===== src/design/aac_pkg.sv =====
`timescale 1ns / 1ps
`default_nettype none
// ----------------------------------------------------------------------------
// aac_pkg
// Types and constants shared by the ADC averaging and calibration block.
// ----------------------------------------------------------------------------
package aac_pkg;

    // configuration register indexes
    localparam logic [3:0] REG_RANGES     = 4'd0;
    localparam logic [3:0] REG_SAMPLES    = 4'd1;
    localparam logic [3:0] REG_REF_NUM    = 4'd2;
    localparam logic [3:0] REG_REF_DIV    = 4'd3;
    localparam logic [3:0] REG_OFF_NUM    = 4'd4;
    localparam logic [3:0] REG_OFF_DIV    = 4'd5;
    localparam logic [3:0] REG_GAIN_NUM   = 4'd6;
    localparam logic [3:0] REG_GAIN_DIV   = 4'd7;

    // range codes
    localparam logic [1:0] RANGE_10V      = 2'd0;
    localparam logic [1:0] RANGE_5V       = 2'd1;
    localparam logic [1:0] RANGE_2V5      = 2'd2;

    // 100 uV * range / (25 * range divisor), common factors removed
    localparam logic [15:0] SCALE_10V     = 16'd40000;
    localparam logic [15:0] SCALE_5V      = 16'd20000;
    localparam logic [15:0] SCALE_2V5     = 16'd10000;
    localparam logic [13:0] OFFSET_SCALE  = 14'd10000;
    localparam int          CODE_SHIFT    = 15;

    localparam logic [12:0] MAX_SAMPLES   = 13'd4096;
    localparam int          QUEUE_DEPTH   = 4;

    // shared divider: dividend and divisor widths
    localparam int          DIV_W         = 56;
    localparam int          DIVR_W        = 20;

    typedef struct packed {
        logic [31:0]        ranges;
        logic [15:0]        ref_num;
        logic [15:0]        ref_div;
        logic signed [20:0] off_num;
        logic [19:0]        off_div;
        logic signed [20:0] gain_num;
        logic [19:0]        gain_den;
    } aac_cfg_t;

    typedef struct packed {
        logic [3:0]         channel;
        logic signed [27:0] sum;
        logic [12:0]        count;
    } aac_job_t;

endpackage
`default_nettype wire


===== src/design/aac_divider.sv =====
`timescale 1ns / 1ps
`default_nettype none
// ----------------------------------------------------------------------------
// aac_divider
// Unsigned restoring divider, one quotient bit per cycle.
// ----------------------------------------------------------------------------
module aac_divider (
    input  wire                        clk,
    input  wire                        rst_n,
    input  wire                        start,
    input  wire [aac_pkg::DIV_W-1:0]   dividend,
    input  wire [aac_pkg::DIVR_W-1:0]  divisor,
    output logic                       done,
    output logic [aac_pkg::DIV_W-1:0]  quotient
);
    import aac_pkg::*;

    localparam int CNTW = $clog2(DIV_W + 1);

    logic [CNTW-1:0]   cnt_reg;
    logic [DIVR_W:0]   rem_reg;
    logic [DIV_W-1:0]  quo_reg;
    logic              done_reg;
    logic [DIVR_W:0]   shifted;
    logic              fits;

    assign shifted  = {rem_reg[DIVR_W-1:0], quo_reg[DIV_W-1]};
    assign fits     = shifted >= {1'b0, divisor};
    assign done     = done_reg;
    assign quotient = quo_reg;

    always_ff @(posedge clk or negedge rst_n)
    begin
        if (!rst_n)
        begin
            cnt_reg  <= '0;
            done_reg <= 1'b0;
        end
        else
        begin
            done_reg <= cnt_reg == CNTW'(1);
            if (start)
            begin
                cnt_reg <= CNTW'(DIV_W);
            end
            else if (cnt_reg != '0)
            begin
                cnt_reg <= cnt_reg - 1'b1;
            end
        end
    end

    always_ff @(posedge clk)
    begin
        if (start)
        begin
            quo_reg <= dividend;
            rem_reg <= '0;
        end
        else if (cnt_reg != '0)
        begin
            rem_reg <= fits ? shifted - {1'b0, divisor} : shifted;
            quo_reg <= {quo_reg[DIV_W-2:0], fits};
        end
    end

endmodule
`default_nettype wire


===== config.mk =====
export PLATFORM = sky130hd
export DESIGN_NAME = aac_divider
export DESIGN_NICKNAME = d
export VERILOG_FILES = /design/src/design/aac_pkg.sv /design/src/design/aac_divider.sv
export SDC_FILE = /design/constraint.sdc
export NUM_CORES = 1
export LEC_CHECK = 0
export BUFFER_PORTS_ARGS = -buffer_cell sky130_fd_sc_hd__buf_2
export CAP_MARGIN = 15
export CORE_MARGIN = 5
export CORE_UTILIZATION = 29
export DETAILED_ROUTE_END_ITERATION = 7
export GPL_TIMING_DRIVEN = 0
export PLACE_DENSITY_LB_ADDON = 0.2
export SYNTH_ARGS = -nofsm -noshare
export SYNTH_HDL_FRONTEND = slang
export SYNTH_SLANG_ARGS = --single-unit

===== constraint.sdc =====
create_clock -name clk -period 3.5 [get_ports clk]
set_input_delay 0.175 -clock clk [delete_from_list [all_inputs] [get_ports clk]]
set_output_delay 0.175 -clock clk [all_outputs]
set_load 0.03 [all_outputs]

* Yosys cells after proc, flatten, opt, wreduce, memory -nomap -nowiden
Index checks and enable logic that the tools add are counted.
Cells by class: $mul 0, div/mod/pow operators 0, shifts and indexed selects 0, bitwise logic cells 0, add/subtract/negate cells 2, $lt $le $gt $ge 1, reductions and logical operators 2, multiplexer cells 5, equality and inequality tests 1
Operators by type and width (number):
- 56-bit two-way mux | 2
- 21-bit by 20-bit greater-or-equal comparator with 1-bit output | 1
- 20-bit two-way mux | 1
- 20-bit subtractor | 1
- 6-bit two-way mux | 2
- 6-bit by 1-bit == test with 1-bit output (second input constant) | 1
- 6-bit nonzero test | 1
- 6-bit by 1-bit subtractor with 6-bit output (second input constant) | 1
- 2-bit nonzero test | 1
Storage, ports and cells: memories 0, word-level logic and storage cells 15, input port bits 79, memory bits (writable) 0, bits in registers 83, bits in latches 0, ROM bits 0, output and inout bits 57

* Logic depth before layout (Yosys ltp)
depth in word-level cells 3, mapped depth 11, gate-level depth less buffers 10

* Least setup slack after synthesis
OpenSTA, ideal clock, no wires.
path type register -> register, start point register cnt_reg[2], end point register quo_reg[0], in the netlist quotient[0] (enable), slack 561 ps, library setup time 639 ps, period minus slack after synthesis 2939 ps, arrival time 2300 ps, required time 2861 ps, path buffers 2, stages on the path, launching flop included 6, cell sequence dfrtp_1 nor4_1 and2_1 buf_2 buf_2 nand2_1
Between the ends: word-level cells in the longest chain between the ends 2
Ends and longest elaborated chain:
- from (decl) | RTL line aac_divider.sv:20 | logic [CNTW-1:0] cnt_reg;
- from (signal assigned) | RTL line aac_divider.sv:44 | cnt_reg <= CNTW'(DIV_W);
- from (signal assigned) | RTL line aac_divider.sv:48 | cnt_reg <= cnt_reg - 1'b1;
- 6-bit nonzero test | RTL line aac_divider.sv:60 | else if (cnt_reg != '0)
- 2-bit nonzero test (no source line)
- to (signal assigned) | RTL line aac_divider.sv:57 | quo_reg <= dividend;
- to (signal assigned) | RTL line aac_divider.sv:63 | quo_reg <= {quo_reg[DIV_W-2:0], fits};
- to (decl) | RTL line aac_divider.sv:22 | logic [DIV_W-1:0] quo_reg;
Every way passes these cells. A chain may end at the register's enable or synchronous reset.

* Worst setup path in the final report
start point register cnt_reg[2], end point register quo_reg[20], in the netlist quotient[20] (enable)
Same word-level chain as after synthesis.

==> key figures <==
Status
  • Status: finished, final reports clean

Synthesis
  • Commonest cells post-synth: 56 x edfxtp_1, 56 x mux2_2, 30 x nand2_1
  • Ys async rst share: 8.434%
  • Mean post-synth cell area: 11.00 um^2
  • Largest cells by area after synthesis: edfxtp_1 35%, mux2_2 13%, dfxtp_1 8.3%
  • Post-synthesis cell type count: 64
  • Total nets after synthesis: around 540
  • Synthesized cell area: 4806 um^2
  • Largest area contributor in the netlist: edfxtp_1
  • Post-Synthesis Cells: between 400 and 500
  • Post-synth EDFFs: 56
  • Synthesis Warnings: 0
  • Synth top area share: a little over a third
  • Seq/Total Area, Yosys: about 47%
  • Flops & latches, synth: 83
  • Post-synth top flop: edfxtp_1

Power
  • Net switching power: 0.001491 W
  • Comb pwr share: 40.8%
  • Sequential Power Share: 35.5%
  • Overall Power: 0.003860 W
  • Peak VDD IR: between 0.2 and 0.25 mV
  • Net Sw Frac: around two fifths
  • Pleak: ~2.6 nW
  • Internal: 0.002368 W
  • Power Density: 635.9 nW/um^2
  • Clock power frac: 23.7%

STA
  • Final setup violation count: 0
  • Worst Tran Pin Value: 0.7268 ns
  • Fmax: between 0.3 and 0.4 GHz
  • Min cycle time layout: 2.766 ns
  • Crit share post-route: 79.04%
  • Hold Violations, Final: 0
  • Pins Over Slew Limit: 0
  • Final worst slack: 0.7335 ns
  • Slew HR: 51.38%
  • RSZ-0062 raised after global routing: no
  • Worst Skew: 0.009839 ns

CTS
  • Clock Latency Late Sink: 0.34 ns
  • Max Root-Sink Buffers: 2
  • Root Buffer: clkbuf_16
  • CTS clk-pin slew, worst paths: 0.07 ns
  • # clock sinks: 83
  • Num CTS Buffers: 9
  • Htree depth: 3
  • CTS tree: yes

Detailed routing
  • Routed vias/inst: 4.831
  • DR iter-0 viols: between 150 and 200
  • Routed via count: 3908
  • First-pass DRT Iterations: 4
  • Residual DRC: 0
  • Routed Antenna Nets: 0
  • Wirelength, routed: between 10000 and 15000 um
  • Drt wl/cell: 16.26 um

Global routing
  • Largest net degree at the start of global routing: 30
  • Number of global-route vias before repair: about 4100
  • GRT Overall Usage: 13.41%
  • Initial antenna violation count: 0
  • First-pass GRT wire length: around 21000 um
  • GRT overflow: 0

Place
  • DP Wirelength: 10110 um
  • Port Buf Inserts: 134
  • Placement Setup Slack: 0.7324 ns
  • Area post-placement: 5774 um^2
  • Routability cong.: a little under 0.9

Layout
  • Diodes inserted: 0
  • Share of cells above drive strength 1: 40.07%
  • Layout area overhead: 26.30%
  • Finished Cell Area: 6070 um^2
  • Final net count: 686
  • Largest register FFs: 56

Critical path
  • CP max-delay cell: nor4_1
  • Top cell by count, worst path: buf_2
  • Setup crit end: quotient[20]
  • Max incr delay on CP: 0.55 ns
  • R2r endpoint: quotient[20]
  • Cells on worst reg2reg path: 6
  • Worst setup EP type: flip-flop
  • Worst-path maximum fanout: 29
  • Crit path DAT: roughly 2.9 ns
  • CP Class: flip-flop to flip-flop
  • Reg-to-Reg Start: cnt_reg[2]
  • Setup slack, reg-to-reg: 0.73 ns
  • Crit path from: cnt_reg[2]
  • Worst EP required: about 3.6 ns
  • Startpoint Class: flip-flop
  • Crit-path cells: nor4_1 -> and2_1 -> buf_2 -> buf_2 -> nand2_2 -> buf_12

Die
  • Die height: around 140 um
  • Num ports: 136
  • Die Wd: 138.7 um
  • Core area: 16410 um^2
  • Starting Density: 29.29%
  • Num rows: 47
  • Full die area: just under 20000 um^2

Hold path
  • Hold Crit Class: primary input to flip-flop

Flow run
  • Max-cap violations: 0
-- kinds of logic (layout without fill, tap and decap cells) --
group | Yosys count | in the layout | share of synthesized area, %
AO/OA/AOI/OAI | 76 | 76 | 11.79
XOR/XNOR | 15 | 15 | 2.734
adder cells (fa/ha/maj) | 23 | 23 | 6.144
buffers and inverters | 48 | 200 | 4.712
flip-flops | 83 | 83 | 46.97
multiplexers | 57 | 57 | 13.33
AND/OR/NAND/NOR | 135 | 135 | 14.32
-- layer usage --
layer / up-vias / global-route usage (%) / routed length, um
met5: - / 0 / 0
met3: 6 / 4.690 / 952
li1: 1934 / - / -
met4: 0 / 3.605 / 91
met2: 118 / 22.43 / 6260
met1: 1850 / 16.56 / 5853
-- what timing repair did --
action | in CTS | in global routing
buffers inserted | 0 | 0
endpoints found under the hold margin | 7 | 0
resized for setup | 0 | 0
setup endpoints to repair | 0 | 0
hold buffers | 1 | 0
-- how the worst min path moves through the flow --
stage / from / endpoint / cells after the start
final: dividend[18] / quotient[18] / 2
after global routing: dividend[26] / quotient[26] / 2
after CTS: dividend[26] / quotient[26] / 2
after detailed placement: rst_n / done / 1
after global placement: rst_n / done / 1
after floorplan: rst_n / cnt_reg[0] / 0
-- area by class of cell --
type / instances / area (um^2)
plain buffers: 21 / 125.1
clock buffers: 9 / 225.2
clock inverters: 7 / 60.06
fillers: 1685 / 10340
inverters: 27 / 101.3
multi-input cells: 306 / 2325
flip-flops and latches: 83 / 2257
well taps: 220 / 275.3
repair buffers: 136 / 700.7
-- metrics by stage --
| step | instances | hold WS [ns] | setup TNS [ns] | utilization [%] |
|---|---|---|---|---|
| global route | 809 | 0.1206 | 0 | 36.99 |
| finish | 809 | 0.1378 | 0 | 36.99 |
| CTS | 809 | 0.1181 | 0 | 36.99 |
| floorplan | 437 | -0.1206 | 0 | - |
| detailed placement | 792 | 0.01949 | 0 | 35.19 |
| global placement | 791 | 0.01727 | -21.19 | 35.06 |
-- worst max-delay path, delay by kind of cell, from the launching register on --
kind          cells  cell delay, ns
buf+inv           3            0.85
flops             1            0.42
simple gates      3            1.21
-- cell usage in the layout, fill, tap and decap left out, types with 3 or more instances in the layout --
cell / count
clkinv_4: 3
o21ai_0: 13
and2_1: 4
clkbuf_1: 8
buf_2: 140
nand2_1: 29
dfxtp_1: 20
dfrtp_1: 7
edfxtp_1: 56
nand3_1: 13
a311oi_1: 7
a21oi_1: 19
ha_1: 22
nand2b_1: 4
mux2_2: 56
a41oi_1: 3
or2_2: 3
nor3_1: 23
inv_1: 27
and3_1: 5
inv_6: 3
nor4_1: 11
xor2_1: 5
a21o_1: 3
clkbuf_16: 9
xnor2_1: 10
buf_6: 4
nor2_1: 29
-- power groups by stage --
stage | combinational (W) | clock [W] | sequential, W
after detailed placement | 0.00156 | 0 | 0.00138
final | 0.00157 | 0.000915 | 0.00137
after floorplan | 0.00104 | 0 | 0.00149
after global placement | 0.00156 | 0 | 0.00139
after global routing | 0.00174 | 0.000980 | 0.00139
after CTS | 0.00157 | 0.000943 | 0.00137
(Power assumes the default switching activity.)
