File: src/design/aac_pkg.sv
`timescale 1ns / 1ps
`default_nettype none
// ----------------------------------------------------------------------------
// aac_pkg
// Types and constants shared by the ADC averaging and calibration block.
// ----------------------------------------------------------------------------
package aac_pkg;

    // configuration register indexes
    localparam logic [3:0] REG_RANGES     = 4'd0;
    localparam logic [3:0] REG_SAMPLES    = 4'd1;
    localparam logic [3:0] REG_REF_NUM    = 4'd2;
    localparam logic [3:0] REG_REF_DIV    = 4'd3;
    localparam logic [3:0] REG_OFF_NUM    = 4'd4;
    localparam logic [3:0] REG_OFF_DIV    = 4'd5;
    localparam logic [3:0] REG_GAIN_NUM   = 4'd6;
    localparam logic [3:0] REG_GAIN_DIV   = 4'd7;

    // range codes
    localparam logic [1:0] RANGE_10V      = 2'd0;
    localparam logic [1:0] RANGE_5V       = 2'd1;
    localparam logic [1:0] RANGE_2V5      = 2'd2;

    // 100 uV * range / (25 * range divisor), common factors removed
    localparam logic [15:0] SCALE_10V     = 16'd40000;
    localparam logic [15:0] SCALE_5V      = 16'd20000;
    localparam logic [15:0] SCALE_2V5     = 16'd10000;
    localparam logic [13:0] OFFSET_SCALE  = 14'd10000;
    localparam int          CODE_SHIFT    = 15;

    localparam logic [12:0] MAX_SAMPLES   = 13'd4096;
    localparam int          QUEUE_DEPTH   = 4;

    // shared divider: dividend and divisor widths
    localparam int          DIV_W         = 56;
    localparam int          DIVR_W        = 20;

    typedef struct packed {
        logic [31:0]        ranges;
        logic [15:0]        ref_num;
        logic [15:0]        ref_div;
        logic signed [20:0] off_num;
        logic [19:0]        off_div;
        logic signed [20:0] gain_num;
        logic [19:0]        gain_den;
    } aac_cfg_t;

    typedef struct packed {
        logic [3:0]         channel;
        logic signed [27:0] sum;
        logic [12:0]        count;
    } aac_job_t;

endpackage
`default_nettype wire

File: src/design/aac_queue.sv
`timescale 1ns / 1ps
`default_nettype none
// ----------------------------------------------------------------------------
// aac_queue
// Small job queue between accumulation and calibration.
// ----------------------------------------------------------------------------
module aac_queue #(
    parameter int DEPTH = 4
) (
    input  wire                   clk,
    input  wire                   rst_n,
    input  wire                   push_valid,
    output logic                  push_ready,
    input  aac_pkg::aac_job_t     push_job,
    output logic                  pop_valid,
    input  wire                   pop_ready,
    output aac_pkg::aac_job_t     pop_job
);
    import aac_pkg::*;

    localparam int AW = (DEPTH > 1) ? $clog2(DEPTH) : 1;
    localparam int NW = $clog2(DEPTH + 1);

    aac_job_t        mem [DEPTH];
    logic [AW-1:0]   wptr_reg;
    logic [AW-1:0]   rptr_reg;
    logic [NW-1:0]   count_reg;
    logic            push;
    logic            pop;

    assign push_ready = count_reg < NW'(DEPTH);
    assign pop_valid  = count_reg != '0;
    assign push       = push_valid && push_ready;
    assign pop        = pop_valid && pop_ready;
    assign pop_job    = mem[rptr_reg];

    always_ff @(posedge clk or negedge rst_n)
    begin
        if (!rst_n)
        begin
            wptr_reg  <= '0;
            rptr_reg  <= '0;
            count_reg <= '0;
        end
        else
        begin
            if (push)
            begin
                wptr_reg <= (wptr_reg == AW'(DEPTH - 1)) ? '0 : wptr_reg + 1'b1;
            end
            if (pop)
            begin
                rptr_reg <= (rptr_reg == AW'(DEPTH - 1)) ? '0 : rptr_reg + 1'b1;
            end
            if (push && !pop)
            begin
                count_reg <= count_reg + 1'b1;
            end
            else if (pop && !push)
            begin
                count_reg <= count_reg - 1'b1;
            end
        end
    end

    always_ff @(posedge clk)
    begin
        if (push)
        begin
            mem[wptr_reg] <= push_job;
        end
    end

`ifndef SYNTHESIS
    a_count_bound: assert property (@(posedge clk) disable iff (!rst_n)
        count_reg <= NW'(DEPTH))
        else $error("job queue overfilled");
    a_ptr_gap: assert property (@(posedge clk) disable iff (!rst_n)
        (count_reg == '0 || count_reg == NW'(DEPTH)) |-> wptr_reg == rptr_reg)
        else $error("job queue pointers disagree with fill count");
    a_count_step: assert property (@(posedge clk) disable iff (!rst_n)
        (push && !pop) |=> count_reg == $past(count_reg) + 1'b1)
        else $error("job queue count missed a push");
`endif

endmodule
`default_nettype wire

File: config.mk
export PLATFORM = sky130hd
export DESIGN_NAME = aac_queue
export DESIGN_NICKNAME = d
export VERILOG_FILES = /design/src/design/aac_pkg.sv /design/src/design/aac_queue.sv
export SDC_FILE = /design/constraint.sdc
export NUM_CORES = 1
export LEC_CHECK = 0
export BUFFER_PORTS_ARGS = -buffer_cell sky130_fd_sc_hd__buf_2
export CAP_MARGIN = 30
export CORE_ASPECT_RATIO = 2
export CORE_MARGIN = 5
export CORE_UTILIZATION = 55
export CTS_BUF_LIST = sky130_fd_sc_hd__clkbuf_2 sky130_fd_sc_hd__clkbuf_4 sky130_fd_sc_hd__clkbuf_8
export CTS_CLUSTER_DIAMETER = 80
export DETAILED_ROUTE_END_ITERATION = 16
export GPL_TIMING_DRIVEN = 0
export PLACE_DENSITY = 0.74
export SETUP_SLACK_MARGIN = 0.1
export SLEW_MARGIN = 30
export SYNTH_ARGS = -nofsm -noshare
export SYNTH_HDL_FRONTEND = slang
export SYNTH_SLANG_ARGS = --single-unit
export TNS_END_PERCENT = 1
File: constraint.sdc
create_clock -name clk -period 7.6 [get_ports clk]
set_clock_uncertainty 0.2 [all_clocks]
set_input_delay 0.38 -clock clk [delete_from_list [all_inputs] [get_ports clk]]
set_output_delay 0.38 -clock clk [all_outputs]
set_load 0.02 [all_outputs]
# After elaboration in Yosys (flattened, before gate mapping)
# Memory sizes are Yosys's and may differ from the RTL's.
# Index checks and enable logic that the tools add are counted.
# totals
reg_bits,7
ram_bits,180
out_inout_bits,47
word_cells,25
memories,1
# memory_table
name,depth,word_bits,read_ports,rd_ports_with_merged_regs,wr,line,text
mem,4,45,1,0,1,aac_queue.sv:24,aac_job_t mem [DEPTH];
# classes
addsub,4
magnitude_cmp,1
n_eq_ne,2
mux,6
n_reduce_logical,8
# op_table
cell,count
$mux 3,2
$add 2x1->2 const B,2
$eq 2x2->1 const B,2
$logic_and 1x1->1,4
$mux 2,2
$add 3x1->3 const B,1
$lt 3x3->1 const B,1
$reduce_bool 3->1,1
$sub 3x1->3 const B,1
$logic_not 1->1,2
$mux 1,2
$reduce_bool 2->1,1

# Depth between registers and ports, before layout
# logic_depth
word_depth,6
ltp_mapped,8

# Worst setup path before layout
# OpenSTA, ideal clock, no wires.
# synth_timing
kind,input port to flip-flop
startpoint,input push_valid
endpoint,memory mem[3][0] (netlist bit) (enable)
setup_time_ps,407
arrival_ps,1832
t_required_ps,6993
setup_slack_ps,5161
stages,3
cell_sequence,nor2b_1 -> clkbuf_1 -> and2_1
# synth_via
elab_chain_len,3
# synth_rtl
element,line,text
start: declaration,aac_queue.sv:12,"input wire push_valid,"
$logic_and 1x1->1,aac_queue.sv:33,assign push = push_valid && push_ready;
named net push,aac_queue.sv:28,logic push;
$mux 1,aac_queue.sv:68,if (push)
$mux 1 (implied by the code),aac_queue.sv:70,mem[wptr_reg] <= push_job;
end: declaration,aac_queue.sv:24,
# The timed path passes the listed nets, and every way through them passes these cells.

==> run_results.csv <==
group,metric,value,unit
floorplan,coreArea,12500,µm²
worst_setup_path,start_kind,"register",
synthesis,syn-cell-area,6920,µm²
status,status,"complete, no violations",
clock_tree,root_buffer,"clkbuf_8",
worst_setup_path,crit_path_end_kind,"output pin",
timing,drv_slew,0,
detailed_routing,vias_per_cell,5.44,
clock_tree,clock_latency,0.44,ns
floorplan,start_util,55.4,%
clock_tree,clkTransAtPathRegs,0.09,ns
timing,tns,0,ns
worst_setup_path,worst-setup-path-type,"register to output pin",
synthesis,ys_top_cells_by_count,"edfxtp_1 (180), mux4_2 (45), dfrtp_1 (7)",
worst_setup_path,worstPathRequired,7.02,ns
floorplan,die_w,89.3,µm
clock_tree,h-tree-depth,4,
synthesis,synth_edf_count,180,
finish,final_nets,494,
synthesis,syn_inst,274,
floorplan,rows,58,
global_routing,grt_use_total,17.2,%
synthesis,ys_seq_elements,187,
power_and_ir_drop,power_density,347,nW/µm²
min_path,hold_path.class,"primary input to asynchronous set/reset pin",
finish,area_growth,22.8,%
timing,layout_setup_ws,5.05,ns
power_and_ir_drop,peakVddDrop,0.236,mV
timing,fin_crit,2.55,ns
synthesis,yosysSeqAreaShare,80.6,%
timing,setup_viol,0,
worst_setup_path,r2r_cells,8,
synthesis,synth.most_common_cell,"edfxtp_1",
finish,largest_reg_flops,180,
synthesis,ys_types,19,
worst_setup_path,reg2reg_to,"count_reg[2]",
synthesis,ys_async_sr_fraction,3.74,%
floorplan,die_area,15100,µm²
job,cap_violations,0,
global_routing,gr-total-overflow,0,
clock_tree,cts-resized-gates,0,
synthesis,ys.flop_type,"edfxtp_1",
timing,slew_headroom,76.2,%
detailed_routing,dr.pass1.iters,5,
detailed_routing,vias,3268,
worst_setup_path,worstPathCellList,"buf_6 > buf_6 > mux4_2 > buf_2",
worst_setup_path,reg2reg_from,"count_reg[0]",
detailed_routing,drt-wirelength-per-cell,19.8,µm
clock_tree,cts_setup_buffers,0,
finish,seq_area,5580,µm²
global_routing,grt_pass1_vias,3597,
worst_setup_path,worstSetupEndpoint,"pop_job[34]",
global_routing,grt_max_degree,25,
placed_design,place.gp.congestion,0.678,
worst_setup_path,r2r_setup_slack,5.30,ns
worst_setup_path,slowest_delay,0.55,ns
worst_setup_path,critPathMaxFanout,10,
global_routing,grt_pass1_wl,18.8,mm
clock_tree,cts_inserted_buffers,17,
finish,fillers,822,
worst_setup_path,startpoint,"rptr_reg[0]",
synthesis,yosysTopAreaCell,"edfxtp_1",
floorplan,ios,96,
detailed_routing,drt_iter0_markers,165,
placed_design,hpwl,7.59,mm
power_and_ir_drop,power.leakage,2.96,nW
timing,final_hold_viol_count,0,
clock_tree,cts_buffer_depth,2,
placed_design,portBuffers,95,
finish,drive_above_1_share,42.8,%
synthesis,syn_area_per_cell,25.3,µm²
global_routing,antenna_found_initial,0,
timing,grt_setup_unrepaired,"false",
timing,worstMarginPinSlew,0.358,ns
finish,antenna_cells,0,
synthesis,synth_top_cell_area_share,78.1,%
clock_tree,cts_tree,"built",
detailed_routing,final_antenna_net_count,0,
detailed_routing,drc_errors,0,
worst_setup_path,slowest_stage,"mux4_2",
synthesis,synthTopCellsByArea,"edfxtp_1 (78%), mux4_2 (15%), dfrtp_1 (2.5%)",
finish,multiInputGateArea,1250,µm²
detailed_routing,wl,11.9,mm
timing,max_freq,0.393,GHz
floorplan,die_h,169,µm
clock_tree,cts_hold_buf,46,
synthesis,synth.net_count,330,
synthesis,yosysWarnings,0,
clock_tree,cts.sinks,187,
placed_design,place_ws,5.30,ns
worst_setup_path,crit_top_cell,"buf_6",
worst_setup_path,arrival,1.97,ns
timing,fin_crit_sh,33.5,%
[placed cells by master, fill, tap and decap left out]
cell,n
ha_1,6
buf_6,4
and2_4,4
clkbuf_8,17
edfxtp_1,180
o21ai_0,2
xor2_1,1
inv_1,4
buf_4,1
dlygate4sd3_1,46
inv_6,6
nor2b_1,1
fa_1,1
mux2_2,3
mux4_2,45
clkinv_1,1
dfrtp_1,7
clkinv_2,2
clkinvlp_4,1
clkinv_4,1
nand2_1,3
xnor2_1,2
or3_4,1
buf_2,100
inv_8,4
buf_12,4
nor2_1,3
clkbuf_1,1
[cell families (layout without fill, tap and decap cells)]
kind of cell,count (synthesis),after routing,synth area share (%)
flip-flops,187,187,80.6
multiplexers,48,48,15.1
buffers and inverters,15,192,1.39
AND/OR/NAND/NOR,12,12,0.940
adder cells (fa/ha/maj),7,7,1.37
XOR/XNOR,3,3,0.380
AO/OA/AOI/OAI,2,2,0.145
[power by group]
part           leakage, nW  switching [W]  internal [W]
Combinational         1.06       0.000574      0.000450
Clock                0.187       0.000353      0.000239
Sequential            1.72      0.0000415       0.00129
Total                 2.96       0.000968       0.00198
[layer usage]
layer | vias to the layer above | wire length (µm) | part of all wire, % | GRT usage (%)
li1 | 1480 | - | - | -
met1 | 1672 | 4220 | 35 | 19.3
met2 | 94 | 6860 | 58 | 30.5
met3 | 22 | 501 | 4.2 | 3.99
met4 | 0 | 340 | 2.9 | 7.39
met5 | - | 0 | 0 | 0
[critical path: cells and delay by family (launching register included)]
family   cells  cell delay (ns)
buf+inv      3             0.58
flops        1             0.39
mux          1             0.55
[area by class of cell]
class / count / area share [%]
Buffer: 11 / 0.957
Sequential cell: 187 / 65.7
Tap cell: 150 / 2.21
Clock inverter: 15 / 1.50
Inverter: 4 / 0.177
Timing Repair Buffer: 145 / 12.0
Clock buffer: 17 / 2.75
Multi-Input combinational cell: 72 / 14.8
[how the worst min path moves through the flow]
stage | to | cells past startpoint | slack, ns | startpoint
floorplan | count_reg[0] | 0 | -0.12 | rst_n
global placement | count_reg[2] | 1 | 0.02 | rst_n
detailed placement | wptr_reg[1] | 1 | 0.02 | rst_n
CTS | rptr_reg[0] | 2 | 0.07 | rst_n
global route | rptr_reg[0] | 2 | 0.09 | rst_n
finish | rptr_reg[0] | 2 | 0.09 | rst_n
[through the flow]
step	instance area [µm²]	hold WS [ns]	util, %	power [W]	cells
5_1_grt	8500	0.0912	68.1	0.00310	601
6_report	8500	0.0945	68.1	0.00294	601
2_1_floorplan	6920	-0.116	-	0.00206	274
3_3_place_gp	7580	0.0183	60.8	0.00235	519
4_1_cts	8500	0.0699	68.1	0.00299	601
3_5_place_dp	7670	0.0240	61.5	0.00238	523
No activity file was read; power rests on OpenSTA's default activity.
