**src/design/aac_pkg.sv**
```systemverilog
`timescale 1ns / 1ps
`default_nettype none
// ----------------------------------------------------------------------------
// aac_pkg
// Types and constants shared by the ADC averaging and calibration block.
// ----------------------------------------------------------------------------
package aac_pkg;

    // configuration register indexes
    localparam logic [3:0] REG_RANGES     = 4'd0;
    localparam logic [3:0] REG_SAMPLES    = 4'd1;
    localparam logic [3:0] REG_REF_NUM    = 4'd2;
    localparam logic [3:0] REG_REF_DIV    = 4'd3;
    localparam logic [3:0] REG_OFF_NUM    = 4'd4;
    localparam logic [3:0] REG_OFF_DIV    = 4'd5;
    localparam logic [3:0] REG_GAIN_NUM   = 4'd6;
    localparam logic [3:0] REG_GAIN_DIV   = 4'd7;

    // range codes
    localparam logic [1:0] RANGE_10V      = 2'd0;
    localparam logic [1:0] RANGE_5V       = 2'd1;
    localparam logic [1:0] RANGE_2V5      = 2'd2;

    // 100 uV * range / (25 * range divisor), common factors removed
    localparam logic [15:0] SCALE_10V     = 16'd40000;
    localparam logic [15:0] SCALE_5V      = 16'd20000;
    localparam logic [15:0] SCALE_2V5     = 16'd10000;
    localparam logic [13:0] OFFSET_SCALE  = 14'd10000;
    localparam int          CODE_SHIFT    = 15;

    localparam logic [12:0] MAX_SAMPLES   = 13'd4096;
    localparam int          QUEUE_DEPTH   = 4;

    // shared divider: dividend and divisor widths
    localparam int          DIV_W         = 56;
    localparam int          DIVR_W        = 20;

    typedef struct packed {
        logic [31:0]        ranges;
        logic [15:0]        ref_num;
        logic [15:0]        ref_div;
        logic signed [20:0] off_num;
        logic [19:0]        off_div;
        logic signed [20:0] gain_num;
        logic [19:0]        gain_den;
    } aac_cfg_t;

    typedef struct packed {
        logic [3:0]         channel;
        logic signed [27:0] sum;
        logic [12:0]        count;
    } aac_job_t;

endpackage
`default_nettype wire

```
**src/design/aac_back.sv**
```systemverilog
`timescale 1ns / 1ps
`default_nettype none
// ----------------------------------------------------------------------------
// aac_back
// Calibration sequencer: average, reference scaling, offset, gain, saturate.
// ----------------------------------------------------------------------------
module aac_back (
    input  wire                        clk,
    input  wire                        rst_n,
    input  wire                        job_valid,
    output logic                       job_ready,
    input  aac_pkg::aac_job_t          job,
    input  aac_pkg::aac_cfg_t          cfg,
    output logic                       out_valid,
    input  wire                        out_ready,
    output logic [3:0]                 result_channel,
    output logic signed [31:0]         voltage,
    output logic                       div_start,
    output logic [aac_pkg::DIV_W-1:0]  div_dividend,
    output logic [aac_pkg::DIVR_W-1:0] div_divisor,
    input  wire                        div_done,
    input  wire [aac_pkg::DIV_W-1:0]   div_quotient
);
    import aac_pkg::*;

    typedef enum logic [3:0] {
        S_IDLE, S_AVG, S_MREF, S_MSCALE, S_DREF_GO, S_DREF, S_MOFF, S_DOFF_GO,
        S_DOFF, S_MGLO, S_MGHI, S_DGAIN_GO, S_DGAIN, S_OUT
    } state_t;

    state_t              state_reg;
    logic                neg_reg;
    logic [3:0]          ch_reg;
    logic [16:0]         avg_reg;
    logic [DIV_W-1:0]    prod_reg;
    logic signed [35:0]  v_reg;
    logic                start_reg;
    logic [DIV_W-1:0]    dividend_reg;
    logic [DIVR_W-1:0]   divisor_reg;
    logic                out_valid_reg;
    logic signed [31:0]  voltage_reg;

    logic [1:0]          range_code;
    logic [15:0]         scale;
    logic [34:0]         v_mag;
    logic [20:0]         g_mag;
    logic [20:0]         o_mag;
    logic [27:0]         sum_mag;
    logic signed [35:0]  off_val;

    assign range_code = cfg.ranges[{ch_reg, 1'b0} +: 2];
    assign v_mag   = v_reg[35] ? 35'(-v_reg) : 35'(v_reg);
    assign g_mag   = cfg.gain_num[20] ? 21'(-cfg.gain_num) : 21'(cfg.gain_num);
    assign o_mag   = cfg.off_num[20] ? 21'(-cfg.off_num) : 21'(cfg.off_num);
    assign sum_mag = job.sum[27] ? 28'(-job.sum) : 28'(job.sum);
    assign off_val = neg_reg ? -36'(div_quotient[34:0]) : 36'(div_quotient[34:0]);

    always_comb
    begin
        unique case (range_code)
            RANGE_5V:  scale = SCALE_5V;
            RANGE_2V5: scale = SCALE_2V5;
            default:   scale = SCALE_10V;
        endcase
    end

    assign job_ready      = state_reg == S_IDLE;
    assign div_start      = start_reg;
    assign div_dividend   = dividend_reg;
    assign div_divisor    = divisor_reg;
    assign out_valid      = out_valid_reg;
    assign voltage        = voltage_reg;
    assign result_channel = ch_reg;

    always_ff @(posedge clk or negedge rst_n)
    begin
        if (!rst_n)
        begin
            state_reg     <= S_IDLE;
            start_reg     <= 1'b0;
            out_valid_reg <= 1'b0;
        end
        else
        begin
            start_reg <= 1'b0;
            unique case (state_reg)
                S_IDLE:
                begin
                    if (job_valid)
                    begin
                        ch_reg       <= job.channel;
                        neg_reg      <= job.sum[27];
                        dividend_reg <= DIV_W'(sum_mag);
                        divisor_reg  <= DIVR_W'(job.count);
                        start_reg    <= 1'b1;
                        state_reg    <= S_AVG;
                    end
                end
                S_AVG:
                begin
                    if (div_done)
                    begin
                        avg_reg   <= div_quotient[16:0];
                        state_reg <= S_MREF;
                    end
                end
                S_MREF:
                begin
                    prod_reg  <= DIV_W'(avg_reg * cfg.ref_num);
                    state_reg <= S_MSCALE;
                end
                S_MSCALE:
                begin
                    prod_reg  <= DIV_W'(prod_reg[32:0] * scale);
                    state_reg <= S_DREF_GO;
                end
                S_DREF_GO:
                begin
                    // divide by 32768 first, then by the reference divisor
                    dividend_reg <= prod_reg >> CODE_SHIFT;
                    divisor_reg  <= (cfg.ref_div == '0) ? DIVR_W'(1) : DIVR_W'(cfg.ref_div);
                    start_reg    <= 1'b1;
                    state_reg    <= S_DREF;
                end
                S_DREF:
                begin
                    if (div_done)
                    begin
                        v_reg     <= neg_reg ? -36'(div_quotient[34:0])
                                             : 36'(div_quotient[34:0]);
                        state_reg <= S_MOFF;
                    end
                end
                S_MOFF:
                begin
                    prod_reg  <= DIV_W'(o_mag * OFFSET_SCALE);
                    neg_reg   <= cfg.off_num[20];
                    state_reg <= S_DOFF_GO;
                end
                S_DOFF_GO:
                begin
                    dividend_reg <= prod_reg;
                    divisor_reg  <= (cfg.off_div == '0) ? DIVR_W'(1) : cfg.off_div;
                    start_reg    <= 1'b1;
                    state_reg    <= S_DOFF;
                end
                S_DOFF:
                begin
                    if (div_done)
                    begin
                        v_reg     <= v_reg + off_val;
                        state_reg <= S_MGLO;
                    end
                end
                S_MGLO:
                begin
                    // gain product in two partial products
                    prod_reg  <= DIV_W'(v_mag[17:0] * g_mag);
                    neg_reg   <= v_reg[35] ^ cfg.gain_num[20];
                    state_reg <= S_MGHI;
                end
                S_MGHI:
                begin
                    prod_reg  <= prod_reg + (DIV_W'(v_mag[34:18] * g_mag) << 18);
                    state_reg <= S_DGAIN_GO;
                end
                S_DGAIN_GO:
                begin
                    dividend_reg <= prod_reg;
                    divisor_reg  <= (cfg.gain_den == '0) ? DIVR_W'(1) : cfg.gain_den;
                    start_reg    <= 1'b1;
                    state_reg    <= S_DGAIN;
                end
                S_DGAIN:
                begin
                    if (div_done)
                    begin
                        if (neg_reg)
                        begin
                            voltage_reg <= (div_quotient > DIV_W'(32'h8000_0000))
                                ? 32'sh8000_0000 : -$signed(div_quotient[31:0]);
                        end
                        else
                        begin
                            voltage_reg <= (div_quotient > DIV_W'(32'h7fff_ffff))
                                ? 32'sh7fff_ffff : $signed(div_quotient[31:0]);
                        end
                        out_valid_reg <= 1'b1;
                        state_reg     <= S_OUT;
                    end
                end
                S_OUT:
                begin
                    if (out_ready)
                    begin
                        out_valid_reg <= 1'b0;
                        state_reg     <= S_IDLE;
                    end
                end
                default:
                begin
                    state_reg <= S_IDLE;
                end
            endcase
        end
    end

endmodule
`default_nettype wire

```
**config.mk**
```make
export PLATFORM = sky130hd
export DESIGN_NAME = aac_back
export DESIGN_NICKNAME = d
export VERILOG_FILES = /design/src/design/aac_pkg.sv /design/src/design/aac_back.sv
export SDC_FILE = /design/constraint.sdc
export NUM_CORES = 2
export LEC_CHECK = 0
export ABC_CLOCK_PERIOD_IN_PS = 29900
export BUFFER_PORTS_ARGS = -buffer_cell sky130_fd_sc_hd__buf_2
export CORE_ASPECT_RATIO = 0.9
export CORE_MARGIN = 4
export CORE_UTILIZATION = 45
export CTS_CLUSTER_SIZE = 24
export DETAILED_ROUTE_END_ITERATION = 12
export GPL_TIMING_DRIVEN = 1
export SYNTH_ARGS = -nofsm -noshare
export SYNTH_HDL_FRONTEND = slang
export SYNTH_SLANG_ARGS = --single-unit
```
**constraint.sdc**
```tcl
create_clock -name clk -period 29.9 [get_ports clk]
set_input_delay 1.495 -clock clk [delete_from_list [all_inputs] [get_ports clk]]
set_output_delay 1.495 -clock clk [all_outputs]
set_load 0.05 [all_outputs]
```
Word level (Yosys, flattened, before mapping)

Index checks and enable logic that the tools add are counted.

Add/sub/neg operators: 8
Multiply operators: 5
$lt $le $gt $ge: 2
Equality and inequality tests: 21
Shifts and indexed selects: 1
Muxes and demuxes: 34
Bitwise logic cells: 1
Reduce and logical (&&, ||, !) cells: 22

Operators with widths:

| kind                                                 | count |
|---|---|
| one-hot mux 56 bit (5 select lines)                  | 1 |
| one-hot mux 56 bit (3 select lines)                  | 1 |
| two-way mux 36 bit                                   | 3 |
| two-way mux 32 bit                                   | 3 |
| one-hot mux 20 bit (4 select lines)                  | 1 |
| one-hot mux 36 bit (2 select lines)                  | 1 |
| two-way mux 20 bit                                   | 3 |
| adder 56 bit                                         | 1 |
| > comparator 56 x 31 -> 1 bit, second input constant | 1 |
| > comparator 56 x 32 -> 1 bit, second input constant | 1 |
| two-way mux 56 bit                                   | 1 |
| one-hot mux 4 bit (14 select lines)                  | 1 |
| multiplier 33 x 16 -> 49 bit                         | 1 |
| two-way mux 21 bit                                   | 2 |
| negator 21 bit                                       | 2 |
| zero test 20 bit                                     | 2 |
| multiplier 18 x 21 -> 39 bit                         | 1 |
| multiplier 17 x 21 -> 38 bit                         | 1 |
| adder 36 bit                                         | 1 |
| negator 35 -> 36 bit                                 | 1 |
| two-way mux 35 bit                                   | 1 |
| negator 35 bit                                       | 1 |
| multiplier 17 x 16 -> 33 bit                         | 1 |
| negator 32 bit                                       | 1 |
| other kinds (30)                                     | 61 |

Flip-flop bits (word level): 228
Logic and storage cells: 105

Logic depth before layout (Yosys ltp)

Word-level depth: 5
Depth in mapped cells: 44
Gate-level depth less buffers: 41

Worst setup path before layout

No wires, ideal clock.

Kind: input-to-reg
From: input cfg[20] (netlist name)
To: register prod_reg[55], data pin
Arrival: 11182 ps
Data required time: 29634 ps
Slack: 18452 ps
Cell stages on the path: 44
Path buffers: 3
Cell sequence: inv_1 clkbuf_1 ha_1 nand2_1 or3_1 or2_2 or3_1 nand2b_1 o31a_1 xor2_1 clkbuf_1 nand2_1 fa_1 inv_1 fa_1 inv_1 fa_1 inv_1 [8 not listed] a21o_1 a21oi_1 nor2_1 a21oi_1 o31ai_1 o41a_1 a221o_1 or4b_2 nand3_1 ha_1 a21o_1 a21o_1 a21oi_1 nor2_1 nor2_1 o31ai_1 xnor2_1 nor2_1

Cells in the longest elaborated chain, start to end: 5

Ends and longest elaborated chain:

| element                               | line            | RTL |
|---|---|---|
| start, declared                       | aac_back.sv:13  | `input aac_pkg::aac_cfg_t cfg,` |
| negator 21 bit                        | aac_back.sv:53  | `assign g_mag = cfg.gain_num[20] ? 21'(-cfg.gain_num) : 21'(cfg.gain_num);` |
| two-way mux 21 bit *                  | aac_back.sv:53  |  |
| multiplier 17 x 21 -> 38 bit *        | aac_back.sv:164 | `prod_reg <= prod_reg + (DIV_W'(v_mag[34:18] * g_mag) << 18);` |
| adder 56 bit *                        | aac_back.sv:164 |  |
| one-hot mux 56 bit (5 select lines) * | aac_back.sv:86  | `unique case (state_reg)` |
| end signal, assigned                  | aac_back.sv:109 | `prod_reg <= DIV_W'(avg_reg * cfg.ref_num);` |
| end signal, assigned                  | aac_back.sv:158 | `prod_reg <= DIV_W'(v_mag[17:0] * g_mag);` |
| end signal, assigned                  | aac_back.sv:164 |  |
| end, declared                         | aac_back.sv:35  | `logic [DIV_W-1:0] prod_reg;` |

Every way passes the cells marked *; elsewhere a longest branch is shown, timed or not.
A chain may end at the register's enable or synchronous reset.

Final worst setup path

From: register v_reg[0]
To: register prod_reg[55], data pin

Cells in the longest elaborated chain, start to end: 5

Ends and longest elaborated chain:

| element                             | line            | RTL |
|---|---|---|
| start, declared                     | aac_back.sv:36  | `logic signed [35:0] v_reg;` |
| start signal, assigned              | aac_back.sv:129 | `v_reg <= neg_reg ? -36'(div_quotient[34:0])` |
| start signal, assigned              | aac_back.sv:151 | `v_reg <= v_reg + off_val;` |
| negator 35 bit                      | aac_back.sv:52  | `assign v_mag = v_reg[35] ? 35'(-v_reg) : 35'(v_reg);` |
| two-way mux 35 bit                  | aac_back.sv:52  |  |
| multiplier 17 x 21 -> 38 bit        | aac_back.sv:164 |  |
| adder 56 bit                        | aac_back.sv:164 |  |
| one-hot mux 56 bit (5 select lines) | aac_back.sv:86  |  |

No other way between the ends.

==> reports/qor.txt <==
Top cells by area in the synthesized netlist - fa_1, ha_1, edfxtp_1, inv_1, nand2_1
Clock Skews - 55.0 ps
# setup viols final - 0
Final #Nets - 9474
Via density - 5.54
DRT iter0 DRCs - 4291
ANT nets after route - 0
Most common cell after layout, fill and taps aside - inv_1
Slew @ Worst Pin - 1150 ps
Synth area leader - fa_1
GPL Wtd Cong - 0.962
Ys flop type - edfxtp_1
Clock tree sinks - 228
Root buffer selected by CTS - clkbuf_16
Clock latency on the worst-skew pair - 660 ps
Post-synthesis register bit count - 228
Vias in the first global route - 53500
Yosys cell types - 76
WL final - 204000 um
Critical path class - reg2reg
# port buffers - 366
Clock Pin Slew Worst Setup and Hold Paths - 60 ps
Via Count - 51700
Post-CTS Setup Inserts - 0
Row count - 130
Area Growth Syn to Fin - 8.40%
Startpoint types - flip-flop
Die H - 364 um
DR pass1 iterations - 8
Final slew viol count - 0
Period Utilization, post-route - 39.3%
TritonCTS clock tree - built
Initial antenna violation count - 17
Total die area - 147000 sq um
First-pass GRT wire length - 318000 um
CP required - 30280 ps
Status - finished clean
Worst min-delay path class - reg2reg
Drt drc - 0
H-tree Lvls - 1
Crit path max-delay cell type - xor2_1
Mapped Cells - 7248
Post-Syn Area - 63300 sq um
Worst setup EP type - flip-flop
Setup_tns - 0 ps
Relative slew slack - 22.4%
Num CTS Buffers - 31
Period minus WS final - 11750 ps
Hpwl dp - 167000 um
Largest net degree at the start of global routing - 76
Mapped Avg Cell Area - 8.74 sq um
Routed WL per cell - 21.8 um
Die W - 403 um
Share of cells above drive strength 1 - 8.22%
Gr usage total - 28.0%
RSZ-0062 raised after global routing - no
Initial Util - 45.3%
Synth warn - 0
Post-synthesis async set-or-reset flop share - 2.63%
Filler Cell Count - 13300
Synthesized Nets - 9269
Final Hold Fails - 0
Grt total ovfl - 0
Max Clk Rate - 0.0851 GHz
Post-synthesis sequential area ratio - 10.8%
Commonest non-fill, non-tap cells in the layout - inv_1, fa_1, nand2_1
Ports - 367
Core area - 140000 sq um
Worst-path maximum fanout - 21
Clock Path Buffers - 3
Slowest stage delay, CP - 870 ps
Post_cts resized - 0
Hold-fix buffers, CTS - 0
CP arrival - 12120 ps
Max_cap viols - 0
Post-synth EDFFs - 222
Share of the synthesized area in the top cell type - 34.6%
per-stage QoR:
step / util, % / area, sq um / hold WS (ps) / cells / setup slack [ps]
finish: 49.1 / 68600 / 520 / 9333 / 18150
CTS: 49.1 / 68600 / 523 / 9326 / 18270
detailed placement: 48.3 / 67500 / 506 / 9268 / 17750
global route: 49.1 / 68600 / 535 / 9328 / 17570
floorplan: - / 63300 / 557 / 7248 / 18450
global placement: 48.3 / 67500 / 498 / 9268 / 17970
logic make-up (layout without fill, tap and decap cells):
family                     Yosys count  in the layout  share of synthesized area, %
and+or+nand+nor                   2091           2091                          14.9
adders and majority gates         1769           1769                          47.9
buffers and inverters             1735           1965                          10.3
AOI/OAI and AO/OA                 1039           1039                          10.5
xor gates and xnor gates           365            365                          5.05
DFF                                228            228                          10.8
muxes                               21             21                         0.531
other                                0              7                             0
critical path, delay by kind of cell, from the launching register on:
| kind | cells | cell delay (ps) |
|---|---|---|
| compound gates | 12 | 3370 |
| xor+xnor | 2 | 1030 |
| fa+ha+maj | 9 | 3570 |
| buf+inv | 5 | 670 |
| flops | 1 | 780 |
| simple gates | 10 | 2070 |
area by class of cell:
cell class / count / area, sq um / share of cell area [%]
multi-input cells: 5285 / 50400 / 73.4
flip-flops and latches: 228 / 6820 / 9.93
inverters: 1444 / 5420 / 7.90
repair buffers: 463 / 2560 / 3.73
well taps: 1848 / 2310 / 3.37
clock buffers: 33 / 793 / 1.16
clock inverters: 25 / 358 / 0.521
diodes: 7 / 17.5 / 0.0255
path summary, 6_finish.rpt:
kind | startpoint | end | slack [ps] | cells past startpoint
min in group asynchronous | rst_n | div_start$_DFF_PN0_ | 790 | 1
max in group asynchronous | rst_n | state_reg[0]$_DFFE_PN0P_ | 28770 | 1
max | v_reg[0]$_DFFE_PP_ | prod_reg[55]$_DFFE_PP_ | 18150 | 38
min reg2reg | out_valid$_DFFE_PN0P_ | out_valid$_DFFE_PN0P_ | 520 | 2
max reg2reg | v_reg[0]$_DFFE_PP_ | prod_reg[55]$_DFFE_PP_ | 18150 | 38
min | out_valid$_DFFE_PN0P_ | out_valid$_DFFE_PN0P_ | 520 | 2
synth_stat cells, types with 10 or more instances:
| cell | instances |
|---|---|
| a31oi_1 | 32 |
| nor3_1 | 53 |
| a21oi_1 | 269 |
| inv_1 | 1444 |
| o21a_1 | 31 |
| fa_1 | 1095 |
| or4_1 | 24 |
| o211ai_1 | 14 |
| o31ai_1 | 32 |
| ha_1 | 674 |
| xor2_1 | 144 |
| edfxtp_1 | 222 |
| o221ai_1 | 13 |
| a211oi_1 | 32 |
| nand2_1 | 1049 |
| o41ai_1 | 17 |
| nand2b_1 | 41 |
| and3_1 | 19 |
| o22ai_1 | 25 |
| and2_1 | 208 |
| or2_2 | 15 |
| mux2i_1 | 10 |
| mux4_2 | 10 |
| xnor2_1 | 221 |
| or3_1 | 41 |
| nor4_1 | 33 |
| clkbuf_1 | 276 |
| buf_1 | 13 |
| o311ai_0 | 27 |
| a21boi_0 | 11 |
| o21ai_0 | 251 |
| a22oi_1 | 48 |
| a222oi_1 | 11 |
| nor2b_1 | 79 |
| nand4_1 | 30 |
| a21o_1 | 108 |
| nor2_1 | 402 |
| a22o_1 | 20 |
| a221oi_1 | 12 |
| o31a_1 | 10 |
| nand3_1 | 59 |
| o21bai_1 | 29 |
metal layers:
metal	global-route usage (%)	vias to the layer above	part of all wire [%]
met5	0	-	0.013
met3	6.59	278	9.0
met2	44.4	2029	45
met4	6.16	4	2.5
li1	-	23400	-
met1	39.2	26000	44
Power is not shown: default switching activity piles up to over one toggle a cycle in this logic, so the estimate is an artifact.
